**config.mk**
```make
export PLATFORM = sky130hd
export DESIGN_NAME = qrs_sqrt
export DESIGN_NICKNAME = d
export VERILOG_FILES = /design/src/sv/qrs_sqrt.sv
export SDC_FILE = /design/constraint.sdc
export NUM_CORES = 2
export LEC_CHECK = 0
export ABC_CLOCK_PERIOD_IN_PS = 5300
export BUFFER_PORTS_ARGS = -buffer_cell sky130_fd_sc_hd__clkbuf_2
export CAP_MARGIN = 20
export CORE_MARGIN = 1
export CORE_UTILIZATION = 55
export DETAILED_ROUTE_END_ITERATION = 7
export PLACE_DENSITY = 0.67
export SYNTH_ARGS = -nofsm -noshare
export SYNTH_HDL_FRONTEND = slang
export SYNTH_MEMORY_MAX_BITS = 65536
export SYNTH_SLANG_ARGS = --single-unit
export TNS_END_PERCENT = 30
```
**constraint.sdc**
```tcl
create_clock -name clk_i -period 5.3 [get_ports clk_i]
set_clock_uncertainty 0.15 [all_clocks]
set_input_delay 0.265 -clock clk_i [delete_from_list [all_inputs] [get_ports clk_i]]
set_output_delay 0.265 -clock clk_i [all_outputs]
set_load 0.1 [all_outputs]
```
**src/sv/qrs_sqrt.sv**
```systemverilog
// Pipelined integer square root, one root bit per stage.
module qrs_sqrt #(
  parameter int ROOT_W = 33,
  parameter int SIDE_W = 1
) (
  input  logic                  clk_i,
  input  logic                  rst_ni,
  input  logic                  en_i,
  input  logic                  valid_i,
  input  logic [2*ROOT_W-1:0]   rad_i,
  input  logic [SIDE_W-1:0]     side_i,
  output logic                  valid_o,
  output logic [ROOT_W-1:0]     root_o,
  output logic [SIDE_W-1:0]     side_o
);

  localparam int REM_W = ROOT_W + 2;
  localparam int T_W   = ROOT_W + 4;

  logic [ROOT_W-1:0]   valid_q;
  logic [REM_W-1:0]    rem_q  [ROOT_W];
  logic [ROOT_W-1:0]   root_q [ROOT_W];
  logic [2*ROOT_W-1:0] rad_q  [ROOT_W];
  logic [SIDE_W-1:0]   side_q [ROOT_W];

  for (genvar k = 0; k < ROOT_W; k++) begin : g_stage
    logic                valid_in;
    logic [REM_W-1:0]    rem_in;
    logic [ROOT_W-1:0]   root_in;
    logic [2*ROOT_W-1:0] rad_in;
    logic [SIDE_W-1:0]   side_in;
    logic [T_W-1:0]      t;
    logic [T_W-1:0]      trial;
    logic                ge;

    if (k == 0) begin : g_first
      assign valid_in = valid_i;
      assign rem_in   = '0;
      assign root_in  = '0;
      assign rad_in   = rad_i;
      assign side_in  = side_i;
    end else begin : g_next
      assign valid_in = valid_q[k-1];
      assign rem_in   = rem_q[k-1];
      assign root_in  = root_q[k-1];
      assign rad_in   = rad_q[k-1];
      assign side_in  = side_q[k-1];
    end

    assign t     = {rem_in, rad_in[2*ROOT_W-1 -: 2]};
    assign trial = {2'b00, root_in, 2'b01};
    assign ge    = (t >= trial);

    always_ff @(posedge clk_i or negedge rst_ni) begin
      if (!rst_ni) begin
        valid_q[k] <= 1'b0;
      end else if (en_i) begin
        valid_q[k] <= valid_in;
      end
    end

    always_ff @(posedge clk_i) begin
      if (en_i) begin
        rem_q[k]  <= ge ? REM_W'(t - trial) : REM_W'(t);
        root_q[k] <= {root_in[ROOT_W-2:0], ge};
        rad_q[k]  <= {rad_in[2*ROOT_W-3:0], 2'b00};
        side_q[k] <= side_in;
      end
    end
  end

  assign valid_o = valid_q[ROOT_W-1];
  assign root_o  = root_q[ROOT_W-1];
  assign side_o  = side_q[ROOT_W-1];

endmodule

```
==> run metrics <==
placed insts between 10k and 15k; hpwl dp 194000 um; Worst-Margin Slew around 1.1 ns; Leakage about 0.055 uW; 1st-pass router iterations 8; vias in the first global route between 70k and 80k; hold crit path type in2async; startpoint types flip-flop; total grt overflow 0; Hold WS ~0.24 ns; first-pass GRT wire length about 420000 um; FP Rows between 150 and 200; initial antenna violation count 1; Cell Area, Synth 128000 um2; ys async rst share ~1.2%; Inserted Clock Buffers slightly above 300; R2R cell count 11; VDD IR-drop max between 0.2 and 0.3 mV; worst path required time ~5.8 ns; Setup Fix Bufs, Post-CTS 0; Post-CTS Resized 0; Worst R2R Setup Slack ~1.1 ns; status complete, no violations; main flop type after synthesis edfxtp_1; fin. max-slew vios 0; die width ~490 um; Slew headroom between 20% and 30%; Clock Tree Buf Depth 4; number of synthesized flops with an enable pin around 2.7k; Core Area approximately 230000 um2; Reg clk slew, reported paths around 0.06 ns; WS Path Type reg2reg; Initial Util ~55%; WL/cell around 20 um; drt via density around 5.7; buffers added on ports between 100 and 150; fraction of layout cells with a size suffix above 1 under 10%; synth warn 0; period utilization between 80% and 90%; Global Route Usage Sum approximately 23%; register bit total from synthesis between 2k and 3k; IO Pins between 100 and 150; critical path's largest stage delay 0.58 ns; CTS Root Cell clkbuf_16; Mapped Cells 10.0k; Worst EP arrival between 4 and 5 ns; via count between 70k and 80k; CTS H-tree lvls 5; Netlist cell types 93; R2R Path End rem_q[0][446]; register area share after synthesis about 64%; unrepaired setup endpoints after global routing false; # setup viols final 0; max_cap viols 0; largest net degree at the start of global routing roughly 170; global placer's final weighted congestion 0.907; DIE HEIGHT about 490 um; TritonCTS clock tree built; setup TNS 0 ns; Area growth, synth to finish 12.1%; FF-to-FF Start rem_q[0][405]; Die Area ~240000 um2; f_max approximately 0.24 GHz; Fin. Hold Viols 0; Net Count, Synth approximately 11k; Nets 11.1k; # clock sinks ~2.8k; critical path's slowest cell or4_1; Top cell by count, worst path or4_1; initial DRC count ~5.6k; Final Util about three fifths; clock period minus worst slack 4.24 ns; post-route ant nets 0; fin cells ~14k; pwr/cell area approximately 440 nW/um2; Worst Path Max Fanout 24; DRC 0; crit end category flip-flop; clk_lat worst skew just over 0.9 ns; crit path cell chain or4_1, or4_1, or3_1, nor3_1, nand4_1, nor2b_1, buf_4, inv_2, o211ai_1, nor2_1, xor2_1; detailed-route wire length roughly 270000 um; Post-CTS Hold Fix Bufs roughly 140; Post-Syn Area per Cell roughly 13 um2
-- power breakdown --
group          leakage (uW)  total (uW)  internal [uW]  switching (uW)
combinational        0.0238       13300           5470            7790
sequential           0.0266       29500          27500            2000
clock               0.00467       20400          12100            8270
total                0.0551       63200          45100           18100
-- layout by cell type (no fill, tap or decap), drive strengths merged, types with 114 or more instances in the layout --
| master | n |
|---|---|
| nand4 | 116 |
| a21o | 275 |
| nand2 | 693 |
| inv | 769 |
| nand2b | 127 |
| nor4 | 128 |
| ha | 596 |
| clkinv | 114 |
| xnor2 | 474 |
| nor3 | 289 |
| nand3 | 165 |
| edfxtp | 2717 |
| clkbuf | 463 |
| a21oi | 592 |
| o21a | 128 |
| o21ai | 519 |
| xor2 | 410 |
| nor2 | 610 |
| dlygate4sd3 | 141 |
-- sequential cells by signal, summed over array words and instances, names as in the netlist --
name,count
rem_q,1067
rad_q,1056
root_q,561
side_q,33
g_stage.valid_in,32
valid_o,1
-- worst max-delay path, delay by kind of cell, from the launching register on --
kind	cells	cell delay, ns
and+or+nand+nor	7	2.34
AOI/OAI and AO/OA	1	0.45
DFF	1	0.43
buffers and inverters	2	0.40
xor gates and xnor gates	1	0.17
-- cell usage after synthesis, types with 116 or more instances --
master,instances,area share (%)
edfxtp_1,2717,64
inv_1,755,2.2
nand2_1,691,2.0
nor2_1,610,1.8
ha_1,596,5.8
a21oi_1,592,2.3
o21ai_0,516,2.0
xnor2_1,474,3.2
xor2_1,410,2.8
nor3_1,289,1.1
a21o_1,275,1.6
clkbuf_1,198,0.58
nand3_1,165,0.64
nor4_1,128,0.62
o21a_1,128,0.75
nand2b_1,127,0.62
nand4_1,116,0.57
-- layout make-up --
type	instances	area (um2)
diodes	1	2.50
clock buffers	359	7960
clock inverters	163	1620
fillers	17682	88300
inverters	760	2850
multi-input cells	6267	42400
flip-flops and latches	2750	82400
well taps	3043	3810
repair buffers	347	2970
-- through the flow --
stage          setup slack [ns]  power [uW]  instance area, um2
3_3_place_gp              0.889       42800              133000
3_5_place_dp              0.832       43000              133000
4_1_cts                   0.804       63700              144000
6_report                   1.06       63200              144000
5_1_grt                   0.686       66200              144000
2_1_floorplan              1.69       38700              128000
-- metal layers --
metal | share of wire (%) | wire, um | global-route usage [%]
met5 | 0 | 0 | 0
met4 | 3.4 | 9080 | 7.80
met3 | 3.8 | 10200 | 2.77
met2 | 50 | 135000 | 39.5
met1 | 43 | 115000 | 29.4
-- cell families after synthesis --
| kind of cell | Yosys count | synth area share, % |
|---|---|---|
| flops | 2750 | 64.2 |
| compound gates | 2023 | 9.83 |
| other cells | 1 | 0.00292 |
| xor+xnor | 884 | 6.03 |
| simple gates | 2639 | 10.2 |
| buf+inv | 984 | 2.90 |
| fa+ha+maj | 596 | 5.81 |
| mux | 124 | 1.07 |
-- worst max-delay path by stage --
stage                        start        endpoint  slack (ns)  depth (start not counted)
floorplan            rem_q[0][115]   rem_q[0][155]        1.69                         11
global placement    rem_q[0][1033]  rem_q[0][1054]        0.89                         10
detailed placement  rem_q[0][1017]  rem_q[0][1054]        0.83                         10
CTS                 rem_q[0][1017]  rem_q[0][1054]        0.80                         10
global route         rem_q[0][405]   rem_q[0][446]        0.69                         11
finish               rem_q[0][405]   rem_q[0][446]        1.06                         11
Note: power is estimated with default switching activity, not from simulation.
